<file path="src/rtl/window_center_average_filter_unit_macros.svh">
// Assertion macros for the window centre average filter RTL.
`ifndef WINDOW_CENTER_AVERAGE_FILTER_UNIT_MACROS_SVH
`define WINDOW_CENTER_AVERAGE_FILTER_UNIT_MACROS_SVH

// Same-cycle implication, clocked on clk, off while rst_n is low.
`define WCAF_ASSERT_NOW(label, ante, cons, msg) \
    label: assert property (@(posedge clk) disable iff (!rst_n) (ante) |-> (cons)) \
        else $error(msg);

// Next-cycle implication, clocked on clk, off while rst_n is low.
`define WCAF_ASSERT_NEXT(label, ante, cons, msg) \
    label: assert property (@(posedge clk) disable iff (!rst_n) (ante) |=> (cons)) \
        else $error(msg);

`endif

</file>
<file path="src/rtl/wcaf_pkg.sv">
// Shared types and constants of the window centre average filter.
`default_nettype none

package wcaf_pkg;

    localparam int WCAF_DEFAULT_WINDOW_DEPTH = 64;
    localparam int WCAF_DEFAULT_SAMPLE_BITS  = 12;
    localparam int WCAF_CENTER_COUNT         = 5;
    localparam int WCAF_CENTER_HALF          = 2;

    // comparison of a cell's value against the evicted and the incoming sample
    typedef struct packed {
        logic gt_old;
        logic gt_new;
        logic lt_old;
        logic lt_new;
    } wcaf_flags_t;

    // broadcast to every cell
    typedef struct packed {
        logic update;
        logic new_ge_old;
    } wcaf_ctrl_t;

    typedef enum logic [2:0] {
        S_IDLE,
        S_RANK,
        S_SUM,
        S_MUL,
        S_OUT
    } wcaf_state_t;

endpackage

`default_nettype wire

</file>
<file path="src/rtl/wcaf_cell.sv">
// One cell of the sorted chain: holds one ranked window value.
`default_nettype none

module wcaf_cell #(
    parameter int SAMPLE_BITS = wcaf_pkg::WCAF_DEFAULT_SAMPLE_BITS
) (
    input  wire logic                   clk,
    input  wire logic                   rst_n,
    input  wire wcaf_pkg::wcaf_ctrl_t   ctrl,
    input  wire logic [SAMPLE_BITS-1:0] old_value,
    input  wire logic [SAMPLE_BITS-1:0] new_value,
    input  wire logic                   has_left,
    input  wire logic [SAMPLE_BITS-1:0] left_value,
    input  wire wcaf_pkg::wcaf_flags_t  left_flags,
    input  wire logic                   has_right,
    input  wire logic [SAMPLE_BITS-1:0] right_value,
    input  wire wcaf_pkg::wcaf_flags_t  right_flags,
    output logic [SAMPLE_BITS-1:0]      value,
    output wcaf_pkg::wcaf_flags_t       flags
);

    logic [SAMPLE_BITS-1:0] value_reg;
    logic [SAMPLE_BITS-1:0] value_next;

    always_comb
    begin
        flags.gt_old = value_reg > old_value;
        flags.gt_new = value_reg > new_value;
        flags.lt_old = value_reg < old_value;
        flags.lt_new = value_reg < new_value;
    end

    // Remove one copy of the evicted value, insert the new one.
    // New at or above old: the run between them moves one cell down.
    // New below old: the run between them moves one cell up.
    always_comb
    begin
        value_next = value_reg;
        if (ctrl.new_ge_old)
        begin
            priority if (flags.gt_new)
                value_next = value_reg;
            else if (!has_right || right_flags.gt_new)
                value_next = new_value;
            else if (right_flags.gt_old)
                value_next = right_value;
            else
                value_next = value_reg;
        end
        else
        begin
            priority if (flags.lt_new)
                value_next = value_reg;
            else if (!has_left || left_flags.lt_new)
                value_next = new_value;
            else if (left_flags.lt_old)
                value_next = left_value;
            else
                value_next = value_reg;
        end
    end

    always_ff @(posedge clk or negedge rst_n)
    begin
        if (!rst_n)
            value_reg <= '0;
        else if (ctrl.update)
            value_reg <= value_next;
    end

    assign value = value_reg;

endmodule

`default_nettype wire

</file>
<file path="config.mk">
export PLATFORM = sky130hd
export DESIGN_NAME = wcaf_cell
export DESIGN_NICKNAME = d
export VERILOG_FILES = /design/src/rtl/window_center_average_filter_unit_macros.svh /design/src/rtl/wcaf_pkg.sv /design/src/rtl/wcaf_cell.sv
export SDC_FILE = /design/constraint.sdc
export NUM_CORES = 1
export LEC_CHECK = 0
export ABC_AREA = 1
export BUFFER_PORTS_ARGS = -buffer_cell sky130_fd_sc_hd__buf_2
export CAP_MARGIN = 5
export CORE_UTILIZATION = 51
export DETAILED_ROUTE_END_ITERATION = 6
export PLACE_DENSITY = 0.88
export SYNTH_ARGS = -nofsm -noshare
export SYNTH_HDL_FRONTEND = slang
export SYNTH_SLANG_ARGS = --single-unit
export TNS_END_PERCENT = 1
</file>
<file path="constraint.sdc">
create_clock -name clk -period 2.7 [get_ports clk]
set_input_delay 0.135 -clock clk [delete_from_list [all_inputs] [get_ports clk]]
set_output_delay 0.135 -clock clk [all_outputs]
set_load 0.01 [all_outputs]
</file>
==> summary by stage <==
Setup path
The startpoint type of the worst setup path is a register. The maximum fanout along the worst path is 13. The depth of the worst register-to-register path is 11. The most critical setup path has its startpoint at value[7]$_DFFE_PN0P_.

The class of the most critical setup path is reg -> reg. The start of the worst register-to-register path is value[7]$_DFFE_PN0P_. In this run the worst setup path terminates at value[11]$_DFFE_PN0P_. The register-to-register setup slack is 0.77 ns. The worst reg2reg path endpoint is value[11]$_DFFE_PN0P_. The required time of the critical path is 2.85 ns. The data arrival time of the critical path is 2.08 ns. The endpoint class of the critical path is a register.

Detailed routing
The first routing iteration left 35 violations. Once detail routing completed, the nets flagged for antenna violations numbered 0. Wires add up to 3632 um. After detailed routing, the number of vias per cell comes to 4.946. The via count of the routed design is 1746. After detailed routing, the average wire length per cell comes to 10.29 um. The first detailed-routing pass took 4 iterations. In the routed design, unresolved DRC markers number 0.

Synth
In the synthesized netlist the dominant register cell turns out to be dfrtp_1. The total of flip-flops plus latches after synthesis is 12. The number of flops mapped to enable cells by yosys is 0. dfrtp_1 takes more of the synthesized area than any other cell.

After synthesis, the cell types taking the most area are dfrtp_1 18%, ha_1 18%, inv_1 9.8%. Dividing the synthesized area by the synthesized cell count gives 6.856 um^2. The summed instance area of the synthesized netlist is 1645 um^2. The total of warnings raised by yosys is 0. The number of nets in the synthesized netlist is 326. In the synthesized netlist, the number of instances is 240. Sequential elements use 18.25% of the synthesized area.

The share of the synthesized area in the top cell type is 18.25%. Of all flip-flops after synthesis, the portion carrying an async set or reset was 100.0%. The synthesized netlist contains 27 unique library cells.

CTS
The clock-pin slew of the registers on the worst-case setup and hold paths is 0.06 ns. The clock drives 12 sinks. The maximum buffer depth of the clock tree is 2. The insertion delay to the later sink of the worst-skew pair is 0.25 ns.

TritonCTS built the clock tree. The tree is rooted in a clkbuf_4. Clock tree synthesis inserted a total of 3 buffers.

CTS built an H-tree with a depth of 1.

Floorplanning
The die covers 3457 um^2. The initial core utilization is 53.89%. The total core area is 3053 um^2. The vertical die dimension is 58.80 um. In this run the count of I/O pins placed on the die edge is 78. In this run the core area contains 20 standard-cell rows.

The die is 58.80 um wide.

Global route
The via count of the first global-routing pass is 1446. The number of antenna violations at the first check in global routing is 0. Entering global routing, the biggest net connects 16 pins. The total overflow reported by the global router is 0. The first global-routing pass estimated 5885 um of wire. For this run, the total global-route usage over all layers was measured as 22.28%.

Power and ir drop
In this run the power density over the cells is 709.0 nW/um^2. The peak supply drop is 224.7 uV. The leakage component of the power is 0.001227 uW.

Placed design
The routability-driven placement congestion ratio is 0.8123. The number of placed instances, taps included, is 349. The post-placement cell area is 2009 um^2. Detailed placement finished with a half-perimeter wire length of 3147 um. During placement, the flow inserted port buffers numbering 73. OpenSTA, run right after detailed placement, puts the worst setup slack at 0.7710 ns.

Finish
The most common library cell in the layout ignoring fill and taps is buf_2. Leaving out filler cells and counting taps, the final layout contains 353. Leaving out fill and tap cells, the most frequent cells in the layout are 73 x buf_2, 43 x inv_1, 29 x nor2_1. The number of filler cells placed in the layout is 300. The flip-flop count of the largest register, all copies and words added is 12. The net count reported at finish is 397. The fraction of final layout cells sized beyond drive strength 1 is 35.92%. The repair_antennas step left the layout with diodes totalling 0.

The finished cells cover 2042 um^2. The post-synthesis to final-layout area growth is 24.11%.

STA
Of the available clock period, the critical path in the final layout requires 71.50%. The setup violation total in the final timing report is 0. Based on the critical path, the design can be clocked at up to 518.0 MHz. After layout, the worst setup slack is 0.7694 ns. The worst relative slew slack is 77.54%. Setup repair after global routing left no endpoint under its margin.

The final hold violation count is 0. The sum of negative setup slack is 0 ns. The worst path needs 1.931 ns of the cycle, external delays included. The number of slew-limit violations in the final report was 0. The clock arrives with 0.002389 ns of skew. The slew at the pin closest to its max-slew limit is 0.3366 ns.

Run
The tool flagged a number of max-cap violations equal to 0.

Worst hold path
The tightest min-delay check is of the in -> async type.

Outcome
The flow ran to the end, and the final reports show no timing, DRC or antenna violations.
[layer usage]
layer / routed length (um) / global-route usage [%]
met2: 1736 / 38.31
met5: 0 / 0
met1: 1665 / 28.04
met3: 193 / 2.418
met4: 36 / 9.864
[power by group]
part	switching, uW	internal, uW
combinational	549	412
sequential	120	270
clock	45.1	51.2
total	714	733
[through the flow]
stage | util, % | hold WS [ns] | total power [uW]
global route | 66.89 | 0.2921 | 1629
finish | 66.89 | 0.2810 | 1448
CTS | 66.89 | 0.2789 | 1463
floorplan | - | -0.1606 | 1080
global placement | 65.82 | 0.007893 | 1316
detailed placement | 65.82 | 0.01212 | 1360
[logic make-up (layout without fill, tap and decap cells)]
family / Yosys count / after routing / synth area share, %
DFF: 12 / 12 / 18.25
adders and majority gates: 24 / 24 / 18.25
buffers and inverters: 52 / 121 / 13.69
AOI/OAI and AO/OA: 48 / 48 / 15.97
and+or+nand+nor: 104 / 104 / 33.84
[cells in the mapped netlist (all sizes together) (2+ instances only)]
| cell type | instances |
|---|---|
| nand2 | 49 |
| inv | 43 |
| nor2 | 32 |
| o21ai | 25 |
| ha | 24 |
| nand3 | 14 |
| dfrtp | 12 |
| o22ai | 12 |
| a21oi | 8 |
| nand4 | 6 |
| buf | 5 |
| clkbuf | 4 |
| or2 | 2 |
[what timing repair did]
action	4_1_cts	5_1_grt
hold endpoints to repair	12	0
gates resized for setup	0	0
hold buffers	1	0
buffers inserted	0	0
endpoints found under the setup margin	0	0
[worst min-delay path by stage]
stage	to	slack (ns)	cells after the start
final	value[10]$_DFFE_PN0P_	0.28	2
after global routing	value[10]$_DFFE_PN0P_	0.29	2
after CTS	value[10]$_DFFE_PN0P_	0.28	2
after detailed placement	value[7]$_DFFE_PN0P_	0.01	1
after global placement	value[7]$_DFFE_PN0P_	0.008	1
after floorplan	value[0]$_DFFE_PN0P_	-0.16	0
[critical path: stages, from the launching register on]
cell and delay (ns):
dfrtp_1 0.43, ha_1 0.35, a21oi_1 0.18, nand2_1 0.07, nand2_1 0.11, nand3_2 0.11, nand2_2 0.08, nand2_2 0.06
nand2_4 0.14, nand2_4 0.15, nand2_1 0.10, nand2_1 0.05
[final cells by class]
type	count	area, um^2	area share (%)
inverters	43	161.4	7.904
clock buffers	3	22.52	1.103
flip-flops and latches	12	300.3	14.71
multi-input cells	176	1120	54.84
repair buffers	75	382.9	18.75
well taps	44	55.05	2.696
No activity file was read; power rests on OpenSTA's default activity.
